$ cat src/sv/cpf_pkg.sv
// ============================================================================
// cpf_pkg
// Shared types, codes and the CRC-8 helper for the CRC-8 packet framer.
// ============================================================================
package cpf_pkg;

    // Input action codes.
    localparam logic ACTION_START = 1'b0;
    localparam logic ACTION_DATA  = 1'b1;

    // Result status codes.
    localparam logic [1:0] STATUS_OK           = 2'd0;
    localparam logic [1:0] STATUS_BAD_LEN      = 2'd1;
    localparam logic [1:0] STATUS_OUT_OF_PLACE = 2'd2;

    // Register indexes on the configuration port.
    localparam logic [1:0] REG_MAX_PAYLOAD = 2'd0;
    localparam logic [1:0] REG_SYNC_FIRST  = 2'd1;
    localparam logic [1:0] REG_SYNC_SECOND = 2'd2;

    // Register reset values.
    localparam logic [7:0] MAX_PAYLOAD_RESET = 8'd60;
    localparam logic [7:0] SYNC_FIRST_RESET  = 8'hAA;
    localparam logic [7:0] SYNC_SECOND_RESET = 8'h55;

    // CRC-8 polynomial and top bit.
    localparam logic [7:0] CRC_POLY = 8'h07;
    localparam logic [7:0] CRC_TOP  = 8'h80;

    // Configuration values seen by the front end.
    typedef struct packed {
        logic [7:0] max_payload;
        logic [7:0] sync_first;
        logic [7:0] sync_second;
    } cfg_t;

    // One command from the front end: one word, or three words in a row.
    typedef struct packed {
        logic       triple;
        logic [7:0] byte0;
        logic [7:0] byte1;
        logic [7:0] byte2;
        logic [1:0] status;
        logic       done;
    } cmd_t;

    // Feeds one byte into the CRC, MSB first.
    function automatic logic [7:0] crc8_feed(input logic [7:0] crc, input logic [7:0] b);
        logic [7:0] c;
        c = crc ^ b;
        for (int k = 0; k < 8; k++) begin
            if ((c & CRC_TOP) != 8'd0)
            begin
                c = {c[6:0], 1'b0} ^ CRC_POLY;
            end
            else
            begin
                c = {c[6:0], 1'b0};
            end
        end
        return c;
    endfunction

endpackage

$ cat src/sv/cpf_in_if.sv
// ============================================================================
// cpf_in_if
// Input channel: one framer item per word.
// ============================================================================
interface cpf_in_if;
    logic       valid;
    logic       ready;
    logic       action;
    logic [7:0] frame_length;
    logic [7:0] data_byte;

    modport source (output valid, output action, output frame_length,
                    output data_byte, input ready);
    modport sink   (input valid, input action, input frame_length,
                    input data_byte, output ready);
endinterface

$ cat src/sv/cpf_out_if.sv
// ============================================================================
// cpf_out_if
// Output channel: one frame byte or status per word.
// ============================================================================
interface cpf_out_if;
    logic       valid;
    logic       ready;
    logic [7:0] out_byte;
    logic [1:0] status;
    logic       frame_done;
    logic       run_last;

    modport source (output valid, output out_byte, output status,
                    output frame_done, output run_last, input ready);
    modport sink   (input valid, input out_byte, input status,
                    input frame_done, input run_last, output ready);
endinterface

$ cat src/sv/cpf_regs.sv
// ============================================================================
// cpf_regs
// APB-style register bank holding the payload limit and the sync bytes.
// ============================================================================
module cpf_regs
(
    input  logic               clk,
    input  logic               rst_n,
    input  logic               psel,
    input  logic               penable,
    input  logic               pwrite,
    input  logic [3:0]         paddr,
    input  logic [31:0]        pwdata,
    output logic [31:0]        prdata,
    output logic               pready,
    output cpf_pkg::cfg_t      cfg
);

    logic [7:0] max_payload_reg;
    logic [7:0] sync_first_reg;
    logic [7:0] sync_second_reg;
    logic [1:0] reg_index;
    logic       wr_en;

    assign pready    = 1'b1;
    assign reg_index = paddr[3:2];
    assign wr_en     = psel && penable && pwrite;

    // Register writes in the access cycle.
    always_ff @(posedge clk or negedge rst_n)
    begin
        if (!rst_n)
        begin
            max_payload_reg <= cpf_pkg::MAX_PAYLOAD_RESET;
            sync_first_reg  <= cpf_pkg::SYNC_FIRST_RESET;
            sync_second_reg <= cpf_pkg::SYNC_SECOND_RESET;
        end
        else if (wr_en)
        begin
            unique case (reg_index)
                cpf_pkg::REG_MAX_PAYLOAD: max_payload_reg <= pwdata[7:0];
                cpf_pkg::REG_SYNC_FIRST:  sync_first_reg  <= pwdata[7:0];
                cpf_pkg::REG_SYNC_SECOND: sync_second_reg <= pwdata[7:0];
                default:                  ;
            endcase
        end
    end

    // Read data mux.
    always_comb
    begin
        unique case (reg_index)
            cpf_pkg::REG_MAX_PAYLOAD: prdata = {24'd0, max_payload_reg};
            cpf_pkg::REG_SYNC_FIRST:  prdata = {24'd0, sync_first_reg};
            cpf_pkg::REG_SYNC_SECOND: prdata = {24'd0, sync_second_reg};
            default:                  prdata = 32'd0;
        endcase
    end

    assign cfg.max_payload = max_payload_reg;
    assign cfg.sync_first  = sync_first_reg;
    assign cfg.sync_second = sync_second_reg;

endmodule

$ cat src/sv/cpf_front.sv
// ============================================================================
// cpf_front
// Accepts items, keeps the frame state and CRC, and issues one command per item.
// ============================================================================
module cpf_front
(
    input  logic               clk,
    input  logic               rst_n,
    input  cpf_pkg::cfg_t      cfg,
    cpf_in_if.sink             items,
    output logic               cmd_push,
    output cpf_pkg::cmd_t      cmd,
    input  logic               cmd_full
);

    logic [7:0] crc_acc_reg;
    logic [7:0] crc_acc_next;
    logic [7:0] seq_count_reg;
    logic [7:0] seq_count_next;
    logic [7:0] bytes_left_reg;
    logic [7:0] bytes_left_next;
    logic       in_frame_reg;
    logic       in_frame_next;
    logic [7:0] crc_data;
    logic [7:0] crc_seq;
    logic [7:0] left_dec;

    assign items.ready = !cmd_full;
    assign cmd_push    = items.valid && !cmd_full;

    assign crc_data = cpf_pkg::crc8_feed(crc_acc_reg, items.data_byte);
    assign crc_seq  = cpf_pkg::crc8_feed(crc_data, seq_count_reg);
    assign left_dec = bytes_left_reg - 8'd1;

    // Classify the item and build its command.
    always_comb
    begin
        crc_acc_next    = crc_acc_reg;
        seq_count_next  = seq_count_reg;
        bytes_left_next = bytes_left_reg;
        in_frame_next   = in_frame_reg;
        cmd.triple      = 1'b0;
        cmd.byte0       = 8'd0;
        cmd.byte1       = 8'd0;
        cmd.byte2       = 8'd0;
        cmd.status      = cpf_pkg::STATUS_OK;
        cmd.done        = 1'b0;
        if (items.action == cpf_pkg::ACTION_START)
        begin
            priority if (in_frame_reg)
            begin
                cmd.status = cpf_pkg::STATUS_OUT_OF_PLACE;
            end
            else if (items.frame_length == 8'd0 || items.frame_length > cfg.max_payload)
            begin
                cmd.status = cpf_pkg::STATUS_BAD_LEN;
            end
            else
            begin
                cmd.triple      = 1'b1;
                cmd.byte0       = cfg.sync_first;
                cmd.byte1       = cfg.sync_second;
                cmd.byte2       = items.frame_length;
                crc_acc_next    = cpf_pkg::crc8_feed(8'd0, items.frame_length);
                bytes_left_next = items.frame_length;
                in_frame_next   = 1'b1;
            end
        end
        else
        begin
            priority if (!in_frame_reg)
            begin
                cmd.status = cpf_pkg::STATUS_OUT_OF_PLACE;
            end
            else if (left_dec != 8'd0)
            begin
                cmd.byte0       = items.data_byte;
                crc_acc_next    = crc_data;
                bytes_left_next = left_dec;
            end
            else
            begin
                // Last payload byte closes the frame with sequence and CRC.
                cmd.triple      = 1'b1;
                cmd.byte0       = items.data_byte;
                cmd.byte1       = seq_count_reg;
                cmd.byte2       = crc_seq;
                cmd.done        = 1'b1;
                crc_acc_next    = crc_seq;
                bytes_left_next = left_dec;
                seq_count_next  = seq_count_reg + 8'd1;
                in_frame_next   = 1'b0;
            end
        end
    end

    // Frame state, updated on each accepted word.
    always_ff @(posedge clk or negedge rst_n)
    begin
        if (!rst_n)
        begin
            crc_acc_reg    <= 8'd0;
            seq_count_reg  <= 8'd0;
            bytes_left_reg <= 8'd0;
            in_frame_reg   <= 1'b0;
        end
        else if (cmd_push)
        begin
            crc_acc_reg    <= crc_acc_next;
            seq_count_reg  <= seq_count_next;
            bytes_left_reg <= bytes_left_next;
            in_frame_reg   <= in_frame_next;
        end
    end

endmodule

$ cat src/sv/cpf_cmd_fifo.sv
// ============================================================================
// cpf_cmd_fifo
// Short command queue between the front end and the output sequencer.
// ============================================================================
module cpf_cmd_fifo
#(
    parameter int DEPTH = 2
)
(
    input  logic               clk,
    input  logic               rst_n,
    input  logic               push,
    input  cpf_pkg::cmd_t      push_cmd,
    output logic               full,
    input  logic               pop,
    output cpf_pkg::cmd_t      pop_cmd,
    output logic               empty
);

    localparam int PTR_W = (DEPTH > 1) ? $clog2(DEPTH) : 1;
    localparam int CNT_W = $clog2(DEPTH + 1);

    cpf_pkg::cmd_t    entry_reg [DEPTH];
    logic [PTR_W-1:0] wr_ptr_reg;
    logic [PTR_W-1:0] rd_ptr_reg;
    logic [CNT_W-1:0] count_reg;
    logic             do_push;
    logic             do_pop;

    assign full    = (count_reg == CNT_W'(DEPTH));
    assign empty   = (count_reg == '0);
    assign do_push = push && !full;
    assign do_pop  = pop && !empty;
    assign pop_cmd = entry_reg[rd_ptr_reg];

    // Entry storage.
    always_ff @(posedge clk)
    begin
        if (do_push)
        begin
            entry_reg[wr_ptr_reg] <= push_cmd;
        end
    end

    // Pointers and fill count.
    always_ff @(posedge clk or negedge rst_n)
    begin
        if (!rst_n)
        begin
            wr_ptr_reg <= '0;
            rd_ptr_reg <= '0;
            count_reg  <= '0;
        end
        else
        begin
            if (do_push)
            begin
                wr_ptr_reg <= (wr_ptr_reg == PTR_W'(DEPTH - 1)) ? '0 : wr_ptr_reg + 1'b1;
            end
            if (do_pop)
            begin
                rd_ptr_reg <= (rd_ptr_reg == PTR_W'(DEPTH - 1)) ? '0 : rd_ptr_reg + 1'b1;
            end
            if (do_push && !do_pop)
            begin
                count_reg <= count_reg + 1'b1;
            end
            else if (do_pop && !do_push)
            begin
                count_reg <= count_reg - 1'b1;
            end
        end
    end

endmodule

$ cat src/sv/cpf_back.sv
// ============================================================================
// cpf_back
// Output sequencer: plays each command out as one or three result words.
// ============================================================================
module cpf_back
(
    input  logic               clk,
    input  logic               rst_n,
    input  cpf_pkg::cmd_t      cmd,
    input  logic               cmd_empty,
    output logic               cmd_pop,
    cpf_out_if.source          results
);

    localparam logic [1:0] PHASE_FIRST  = 2'd0;
    localparam logic [1:0] PHASE_SECOND = 2'd1;
    localparam logic [1:0] PHASE_THIRD  = 2'd2;

    cpf_pkg::cmd_t cur_reg;
    logic          cur_valid_reg;
    logic [1:0]    phase_reg;
    logic [1:0]    phase_next;
    logic          last_word;
    logic          word_taken;

    assign word_taken = cur_valid_reg && results.ready;
    assign cmd_pop    = !cmd_empty && (!cur_valid_reg || (word_taken && last_word));

    // Word fields for the current phase.
    always_comb
    begin
        results.valid      = cur_valid_reg;
        results.status     = cur_reg.status;
        results.frame_done = 1'b0;
        unique case (phase_reg)
            PHASE_FIRST:
            begin
                results.out_byte = cur_reg.byte0;
                last_word        = !cur_reg.triple;
                phase_next       = PHASE_SECOND;
            end
            PHASE_SECOND:
            begin
                results.out_byte = cur_reg.byte1;
                last_word        = 1'b0;
                phase_next       = PHASE_THIRD;
            end
            PHASE_THIRD:
            begin
                results.out_byte   = cur_reg.byte2;
                results.frame_done = cur_reg.done;
                last_word          = 1'b1;
                phase_next         = PHASE_FIRST;
            end
            default:
            begin
                results.out_byte = 8'd0;
                last_word        = 1'b1;
                phase_next       = PHASE_FIRST;
            end
        endcase
        results.run_last = last_word;
    end

    // Command load and phase stepping.
    always_ff @(posedge clk or negedge rst_n)
    begin
        if (!rst_n)
        begin
            cur_valid_reg <= 1'b0;
            phase_reg     <= PHASE_FIRST;
        end
        else if (!cur_valid_reg || (word_taken && last_word))
        begin
            cur_valid_reg <= !cmd_empty;
            phase_reg     <= PHASE_FIRST;
        end
        else if (word_taken)
        begin
            phase_reg <= phase_next;
        end
    end

    always_ff @(posedge clk)
    begin
        if (cmd_pop)
        begin
            cur_reg <= cmd;
        end
    end

endmodule

$ cat src/sv/crc8_packet_framer_core.sv
// ============================================================================
// crc8_packet_framer_core
// CRC-8 packet framer: sync bytes, length, payload, sequence and CRC-8.
// ============================================================================
//
//  Channel   Direction  Word
//  items     in         action, frame_length, data_byte
//  results   out        out_byte, status, frame_done, run_last
//  APB       in/out     max_payload, sync_first, sync_second at 0x0, 0x4, 0x8
//
// A data byte inside a frame gives one word.
// A good start item and the last payload byte give three words
// in the output sequencer; the command queue lets the next items enter meanwhile.
// Error items give one word each. Reset clears the frame state and the queue.
// The input stalls only when the command queue is full.
// ============================================================================
module crc8_packet_framer_core
#(
    parameter int QUEUE_DEPTH = 2
)
(
    input  logic        clk,
    input  logic        rst_n,
    cpf_in_if.sink      items,
    cpf_out_if.source   results,
    input  logic        psel,
    input  logic        penable,
    input  logic        pwrite,
    input  logic [3:0]  paddr,
    input  logic [31:0] pwdata,
    output logic [31:0] prdata,
    output logic        pready
);

    cpf_pkg::cfg_t cfg;
    cpf_pkg::cmd_t push_cmd;
    cpf_pkg::cmd_t pop_cmd;
    logic          cmd_push;
    logic          cmd_full;
    logic          cmd_pop;
    logic          cmd_empty;

    // Configuration registers.
    cpf_regs u_regs
    (
        .clk     (clk),
        .rst_n   (rst_n),
        .psel    (psel),
        .penable (penable),
        .pwrite  (pwrite),
        .paddr   (paddr),
        .pwdata  (pwdata),
        .prdata  (prdata),
        .pready  (pready),
        .cfg     (cfg)
    );

    // Front end: classify items and track the frame.
    cpf_front u_front
    (
        .clk      (clk),
        .rst_n    (rst_n),
        .cfg      (cfg),
        .items    (items),
        .cmd_push (cmd_push),
        .cmd      (push_cmd),
        .cmd_full (cmd_full)
    );

    // Command queue.
    cpf_cmd_fifo #(.DEPTH(QUEUE_DEPTH)) u_fifo
    (
        .clk      (clk),
        .rst_n    (rst_n),
        .push     (cmd_push),
        .push_cmd (push_cmd),
        .full     (cmd_full),
        .pop      (cmd_pop),
        .pop_cmd  (pop_cmd),
        .empty    (cmd_empty)
    );

    // Output sequencer.
    cpf_back u_back
    (
        .clk       (clk),
        .rst_n     (rst_n),
        .cmd       (pop_cmd),
        .cmd_empty (cmd_empty),
        .cmd_pop   (cmd_pop),
        .results   (results)
    );

    // An error word carries a zero byte and ends its item.
    assert property (@(posedge clk) disable iff (!rst_n)
        (results.valid && results.status != cpf_pkg::STATUS_OK)
            |-> (results.out_byte == 8'd0 && results.run_last && !results.frame_done))
        else $error("error word is not a lone zero byte");

    // The CRC word is always the last word of a good item.
    assert property (@(posedge clk) disable iff (!rst_n)
        (results.valid && results.frame_done)
            |-> (results.run_last && results.status == cpf_pkg::STATUS_OK))
        else $error("frame_done on a word that does not end a good item");

    // A pushed command never lands in a full queue.
    assert property (@(posedge clk) disable iff (!rst_n)
        cmd_push |-> !cmd_full)
        else $error("command pushed into a full queue");

endmodule

$ cat src/flat_wrapper.sv
// flat-port wrapper written by rule: the top's interface ports become plain ports
module crc8_packet_framer_core_flat 
#(
    parameter int QUEUE_DEPTH = 2
)
  (clk, rst_n, psel, penable, pwrite, paddr, pwdata, prdata, pready, items_valid, items_action, items_frame_length, items_data_byte, items_ready, results_valid, results_out_byte, results_status, results_frame_done, results_run_last, results_ready);
  cpf_in_if items_i ();
  cpf_out_if results_i ();
  input  logic clk;
  input  logic rst_n;
  input  logic psel;
  input  logic penable;
  input  logic pwrite;
  input  logic [3:0] paddr;
  input  logic [31:0] pwdata;
  output logic [31:0] prdata;
  output logic pready;
  input wire logic [$bits(items_i.valid)-1:0] items_valid;
  input wire logic [$bits(items_i.action)-1:0] items_action;
  input wire logic [$bits(items_i.frame_length)-1:0] items_frame_length;
  input wire logic [$bits(items_i.data_byte)-1:0] items_data_byte;
  output wire logic [$bits(items_i.ready)-1:0] items_ready;
  output wire logic [$bits(results_i.valid)-1:0] results_valid;
  output wire logic [$bits(results_i.out_byte)-1:0] results_out_byte;
  output wire logic [$bits(results_i.status)-1:0] results_status;
  output wire logic [$bits(results_i.frame_done)-1:0] results_frame_done;
  output wire logic [$bits(results_i.run_last)-1:0] results_run_last;
  input wire logic [$bits(results_i.ready)-1:0] results_ready;
  assign items_i.valid = items_valid;
  assign items_i.action = items_action;
  assign items_i.frame_length = items_frame_length;
  assign items_i.data_byte = items_data_byte;
  assign items_ready = items_i.ready;
  assign results_valid = results_i.valid;
  assign results_out_byte = results_i.out_byte;
  assign results_status = results_i.status;
  assign results_frame_done = results_i.frame_done;
  assign results_run_last = results_i.run_last;
  assign results_i.ready = results_ready;
  crc8_packet_framer_core #(.QUEUE_DEPTH(QUEUE_DEPTH)) u_core (.clk(clk), .rst_n(rst_n), .items(items_i), .results(results_i), .psel(psel), .penable(penable), .pwrite(pwrite), .paddr(paddr), .pwdata(pwdata), .prdata(prdata), .pready(pready));
endmodule
$ cat config.mk
export PLATFORM = sky130hd
export DESIGN_NAME = crc8_packet_framer_core_flat
export DESIGN_NICKNAME = d
export VERILOG_FILES = /design/src/sv/cpf_pkg.sv /design/src/sv/cpf_in_if.sv /design/src/sv/cpf_out_if.sv /design/src/sv/cpf_regs.sv /design/src/sv/cpf_front.sv /design/src/sv/cpf_cmd_fifo.sv /design/src/sv/cpf_back.sv /design/src/sv/crc8_packet_framer_core.sv /design/src/flat_wrapper.sv
export SDC_FILE = /design/constraint.sdc
export NUM_CORES = 1
export LEC_CHECK = 0
export BUFFER_PORTS_ARGS = -buffer_cell sky130_fd_sc_hd__buf_4
export CAP_MARGIN = 0
export CORE_MARGIN = 5
export CORE_UTILIZATION = 40
export CTS_CLUSTER_DIAMETER = 60
export CTS_CLUSTER_SIZE = 25
export DETAILED_ROUTE_END_ITERATION = 16
export GPL_TIMING_DRIVEN = 0
export SLEW_MARGIN = 20
export SYNTH_ARGS = -nofsm -noshare
export SYNTH_HDL_FRONTEND = slang
export SYNTH_HIERARCHICAL = 1
export SYNTH_SLANG_ARGS = --single-unit
$ cat constraint.sdc
create_clock -name clk -period 9.1 [get_ports clk]
set_clock_uncertainty 0.1 [all_clocks]
set_input_delay 0.455 -clock clk [delete_from_list [all_inputs] [get_ports clk]]
set_output_delay 0.455 -clock clk [all_outputs]
set_load 0.05 [all_outputs]
==> metrics, run 1 <==
placed cell count between 800 and 900; pin count of the biggest net entering global routing 57; share of cells above drive strength 1 31.3%; met3 usage between 3 and 4%; Max transition margin 44.6%; area of the multi-input gates between 0.003 and 0.004 mm^2; number of flops mapped to enable cells by yosys between 80 and 90; CP endpoint kind register; Worst-path clk slew 0.06 ns; Lkg Pwr 0.00372 uW; first drt pass iteration count 4; Slowest cell on crit path dfstp_2; DP HPWL 12200 um; sequential fraction of the synthesis area 52.8%; max-slew violations 0; total negative slack 0 ns; Pint 2020 uW; Critical Path AT ~3.4 ns; Worst VDD drop 0.208 mV; post-DR wirelength/cell roughly 18 um; HP Class in -> reg; R2R Path End u_core/u_fifo/entry_reg[0][19]; WHS Path Cells 2; routed vias/inst approximately 5; CP delay by family, top compound AO/OA/AOI/OAI gates; Initial Util 40.3%; I/O pins 107; crit path buf inv count 2; Worst R2R Setup Slack 5.86 ns; Crit path depth 10; H-tree levels 4; Layout Nets approximately 750; Primary FF master, synth edfxtp_1; Top Usage Layer GRT met2; Synth Area per Inst 13.0 um^2; TritonCTS Sinks 140; met2 usage 24.9%; port buffer count 54; synth warn 6; n_diodes 0; WS Path Type reg -> reg; initial DRC count 200; Skew-Pair Late Insertion Delay 0.42 ns; max reg flops 56; part of the power in combinational logic 45.2%; CP cell instances inv_1 -> ha_1 -> a21o_1 -> a21o_1 -> a21oi_1 -> a21oi_2 -> a41oi_1 -> nor3b_2 -> buf_2 -> a22o_1; Die Wd 147 um; Finished Layout Cells 918; outcome finished, final reports clean; Total Routing Usage GR 15.5%; total wire length around 16000 um; mapped cell area roughly 0.0075 mm^2; via count 4544; WP data required 9.26 ns; clk root buf clkbuf_16; Final Setup Violations 0; Seq pwr share 31.9%; ys async rst share 40.0%; Period Utilization, post-route 35.6%; post-detailed-route count of antenna-violating nets 0; NetSw approximately 1200 uW; GR Util met1 between 20% and 30%; reg2reg start u_core/u_regs/max_payload_reg[5]; Crit Path Max Fanout 10; core area 0.0185 mm^2; Max-Cap Viols 0; CTS max path bufs 2; Setup crit start u_core/u_regs/max_payload_reg[5]; register area slightly below 0.004 mm^2; first-pass GRT wire length 26100 um; GRT Residual Overflow 0; top achievable clock speed 309 MHz; area grow syn2layout 19.8%; #FFs+latches synth 140; Crit path largest cell delay 0.54 ns; RD Place Congestion roughly 0.85; most frequent CP cell a21o_1; number of global-route vias before repair 4752; Synth Instances ~570; die height around 150 um; worst setup path end u_core/u_fifo/entry_reg[0][19]; Reg2Reg Depth 10; TritonCTS Buffers 17; initial antenna violation count 0; Net Sw Frac a little under two fifths; slew of the pin with the lowest slew margin 0.825 ns; Fill cells 1648; clock power share a little under a quarter; RSZ-0062 raised after global routing no; final hold vios 0; commonest non-fill, non-tap cells in the layout 85 x buf_4, 84 x edfxtp_1, 50 x xnor2_1, 44 x dfrtp_1, 34 x mux2_2; commonest non-fill, non-tap cell in the layout buf_4; min Tclk post-route 3.24 ns; FP Rows 50; PwrDens between 300 and 400 mW/mm^2; Remaining DRCs 0; Worst Setup Start Kind register; die area 0.0215 mm^2; post-synth cell types 64; CTS tree done
per-layer routing:
layer  part of all wire (%)  vias to the layer above
met5                      0                        -
met4                    1.9                        0
met3                    4.5                       24
met2                     48                      108
met1                     45                     2207
li1                       -                     2205
Yosys cell counts, drive strengths merged (3+ instances only):
cell type   n  area [um^2]
o2bb2ai    11         96.3
xor2       23          224
mux2       53          664
o211ai      4         35.0
nor2b       6         37.5
edfxtp     84         2520
clkbuf      8         30.0
o21ai      16         83.8
o22a        7         61.3
buf        43          334
a31oi       3         18.8
inv        24         90.1
mux2i      17          170
nand2b      3         18.8
dfrtp      44         1100
nand3       7         40.0
and3        4         25.0
xnor2      58          568
a22o       22          193
o21a        4         30.0
a21oi      13         68.8
ha         16          200
dfstp      12          315
nor2       21         78.8
nor3        7         40.0
nand2      28          105
nand4       4         25.0
or3         4         25.0
logic make-up after synthesis:
logic type	count (synthesis)	share of synthesized area [%]
flops	140	52.8
compound gates	93	9.30
fa+ha+maj	16	2.69
mux	70	11.2
other cells	2	0.101
buf+inv	75	6.09
simple gates	94	6.55
xor+xnor	83	11.2
through the flow:
step                      instance area (um^2)  total power [uW]  utilization [%]  hold WS, ns  worst slack [ns]
after floorplan                           7540              2170                -       0.0594              5.85
final                                     8930              3240             48.2        0.170              5.86
after detailed placement                  8290              2510             44.8        0.409              5.75
after CTS                                 8930              3270             48.2        0.145              5.89
after global routing                      8930              3410             48.2        0.169              5.70
after global placement                    8240              2460             44.5        0.376              5.51
layout make-up:
type / count / share of cell area, %
Tap cell: 234 / 3.28
Buffer: 51 / 4.08
Multi-Input combinational cell: 381 / 35.6
Clock buffer: 20 / 5.00
Inverter: 24 / 1.01
Sequential cell: 140 / 44.1
Timing Repair Buffer: 56 / 4.88
Clock inverter: 12 / 2.09
power groups by stage:
stage               Combinational [uW]  Sequential (uW)  Clock [uW]
floorplan                         1160             1020           0
global placement                  1420             1040           0
detailed placement                1460             1050           0
CTS                               1470             1030         758
global route                      1570             1060         782
finish                            1460             1030         740
worst min path at each step:
stage / startpoint / endpoint / slack, ns
after detailed placement: u_core/u_front/bytes_left_reg[7] / u_core/u_front/bytes_left_reg[7] / 0.41
final: results_ready / u_core/u_back/results.valid / 0.17
after CTS: results_ready / u_core/u_back/results.valid / 0.15
after floorplan: rst_n / u_core/u_back/phase_reg[0] / 0.06
after global placement: u_core/u_fifo/wr_ptr_reg / u_core/u_fifo/wr_ptr_reg / 0.38
after global routing: results_ready / u_core/u_back/results.valid / 0.17
timing repair:
action	in CTS	in global routing
buffers inserted	0	0
hold endpoints to repair	4	0
gates resized for setup	0	0
hold buffers	1	0
Note: power is estimated with default switching activity, not from simulation.
==> run 2, diff against run 1 <==
==> constraint.sdc (replaced) <==
create_clock -name clk -period 3.34 [get_ports clk]
set_clock_uncertainty 0.1 [all_clocks]
set_input_delay 0.167 -clock clk [delete_from_list [all_inputs] [get_ports clk]]
set_output_delay 0.167 -clock clk [all_outputs]
set_load 0.05 [all_outputs]
==> run 2 against run 1 <==
- critical path type unchanged
- global-route usage unchanged
- routed wire length up 0.16%
- first-iteration DRC count increased by 11%
==> metrics, run 2 (same netlist as run 1, synthesis figures left out) <==
outcome finished, final reports clean; commonest non-fill, non-tap cell in the layout buf_4; I/O pins 107 (unchanged); Slowest cell on crit path dfstp_2; hold path start items_frame_length[1]; total wire length 16100 um (+0.16%); die area 0.0215 mm^2 (unchanged); Die Wd 147 um (unchanged); H-tree levels 4 (unchanged); top achievable clock speed 316 MHz (+2.4%); Final Core Density 48.7% (+0.52 points); CP endpoint kind register; max-slew violations 0 (unchanged); initial antenna violation count 0 (unchanged); Critical Path AT 3.32 ns (-0.08 ns); CTS max path bufs 2 (unchanged); Remaining DRCs 0 (unchanged); routed vias/inst 4.99 (+0.86%); HP Class in -> reg; max reg flops 56 (unchanged); TritonCTS Buffers 17 (unchanged); Reg2Reg Depth 10 (unchanged); share of cells above drive strength 1 30.9% (-0.41 points); cell area reported after detailed placement 0.00829 mm^2 (unchanged); pre-CTS WS 0.150 ns (-5.60 ns); DP HPWL 12200 um (unchanged); final hold vios 0 (unchanged); number of global-route vias before repair 4785 (+0.69%); min Tclk post-route 3.16 ns (-0.0773 ns); Max transition margin 43.3% (-1.2 points); WHS Path Cells 3 (+1); Lkg Pwr 0.00376 uW (+1.2%); initial DRC count 221 (+11%); die height 147 um (unchanged); Min Hold Slack 0.0252 ns (-0.145 ns); Worst-path clk slew 0.06 ns (about the same); slew of the pin with the lowest slew margin 0.844 ns (+0.0185 ns); Layout Nets 756 (+1.2%); PwrDens 978 mW/mm^2 (+170%); most frequent CP cell a21o_1; commonest non-fill, non-tap cells in the layout 85 x buf_4, 84 x edfxtp_1, 50 x xnor2_1, 44 x dfrtp_1, 34 x mux2_2; Total Routing Usage GR 15.5% (unchanged); via count 4628 (+1.8%); CTS tree done; n_diodes 0 (unchanged); reg2reg start u_core/u_regs/max_payload_reg[5]; setup ws final 0.178 ns (-5.68 ns); RSZ-0062 raised after global routing no; Worst VDD drop 0.570 mV (+170%); first-pass GRT wire length 26100 um (about the same); GRT Residual Overflow 0 (unchanged); WP data required 3.50 ns (-5.76 ns); TritonCTS Sinks 140 (unchanged); Worst R2R Setup Slack 0.18 ns (-5.68 ns); Max-Cap Viols 0 (unchanged); first drt pass iteration count 5 (+1); CP cell instances inv_1 -> ha_1 -> a21o_1 -> a21o_1 -> a21oi_1 -> a21oi_2 -> a41oi_1 -> nor3b_4 -> buf_2 -> a22o_1; R2R Path End u_core/u_fifo/entry_reg[0][19]; crit path buf inv count 2 (unchanged); Period Utilization, post-route 94.7% (+59 points); port buffer count 54 (unchanged); WS Path Type reg -> reg; area grow syn2layout 21.1%; Crit Path Max Fanout 10 (unchanged); hold path endpoint u_core/u_front/bytes_left_reg[1]; Final Setup Violations 0 (unchanged); post-route cell area 0.00903 mm^2 (+1.1%); post-DR wirelength/cell 17.4 um (-0.82%); clk root buf clkbuf_16; core area 0.0185 mm^2 (unchanged); Initial Util 40.3% (unchanged); CP delay by family, top compound AO/OA/AOI/OAI gates; Skew-Pair Late Insertion Delay 0.42 ns (about the same); Setup crit start u_core/u_regs/max_payload_reg[5]; FP Rows 50 (unchanged); post-detailed-route count of antenna-violating nets 0 (unchanged); pin count of the biggest net entering global routing 57 (unchanged); RD Place Congestion 0.847 (unchanged); Crit path largest cell delay 0.54 ns (about the same); Worst Setup Start Kind register
[run 2: cell types whose count changed in the layout (fill, tap and decap cells not counted), sizes merged]
| cell | delta |
|---|---|
| dlygate4sd3 | +9 |
[run 2: final cells by class]
| class | count | area (um^2) |
|---|---|---|
| clock inverters | 12 | 186 |
| plain buffers | 51 | 364 |
| clock buffers | 20 | 447 |
| well taps | 234 | 293 |
| repair buffers | 65 | 526 |
| flip-flops and latches | 140 | 3940 |
| inverters | 24 | 90.1 |
| fillers | 1646 | 9490 |
| multi-input cells | 381 | 3180 |
[run 2: layer usage]
metal / wire (um) / vias to the layer above / GRT usage (%)
li1: - / 2223 / -
met1: 7250 / 2241 / 20.8
met2: 7720 / 136 / 24.9
met3: 804 / 28 / 3.82
met4: 345 / 0 / 5.13
met5: 0 / - / 0
[run 2: power by group]
part,internal [uW],total [uW],switching [uW]
Sequential,2520,2810,298
Combinational,1720,4000,2280
Clock,1280,2020,736
Total,5520,8830,3310
[run 2: worst max path at each step]
stage | end | depth (start not counted) | slack (ns)
2_1_floorplan | u_core/u_fifo/count_reg[1] | 7 | 0.09
3_3_place_gp | u_core/u_fifo/count_reg[1] | 7 | -0.25
3_5_place_dp | u_core/u_fifo/entry_reg[0][26] | 10 | 0.15
4_1_cts | u_core/u_fifo/entry_reg[0][26] | 10 | 0.13
5_1_grt | u_core/u_fifo/entry_reg[1][21] | 10 | 0.06
6_report | u_core/u_fifo/entry_reg[0][19] | 10 | 0.18
[run 2: per-stage QoR]
stage | instances | total power [uW] | TNS, ns
6_report | 927 | 8830 | 0
5_1_grt | 927 | 9310 | 0
4_1_cts | 927 | 8910 | 0
3_5_place_dp | 885 | 6830 | 0
3_3_place_gp | 884 | 6710 | -7.04
2_1_floorplan | 596 | 5920 | 0
[run 2: repair_timing]
| action | 4_1_cts | 5_1_grt |
|---|---|---|
| buffers inserted | 0 | 0 |
| hold buffers | 10 | 0 |
| setup endpoints to repair | 0 | 32 |
| gates resized for setup | 0 | 1 |
| hold endpoints to repair | 71 | 0 |
[run 2: worst reg2reg max path: cells and delay by family, from the launching register on]
kind | cells | cell delay, ns
and+or+nand+nor | 1 | 0.42
DFF | 1 | 0.54
adders and majority gates | 1 | 0.29
AOI/OAI and AO/OA | 6 | 1.28
buffers and inverters | 2 | 0.36
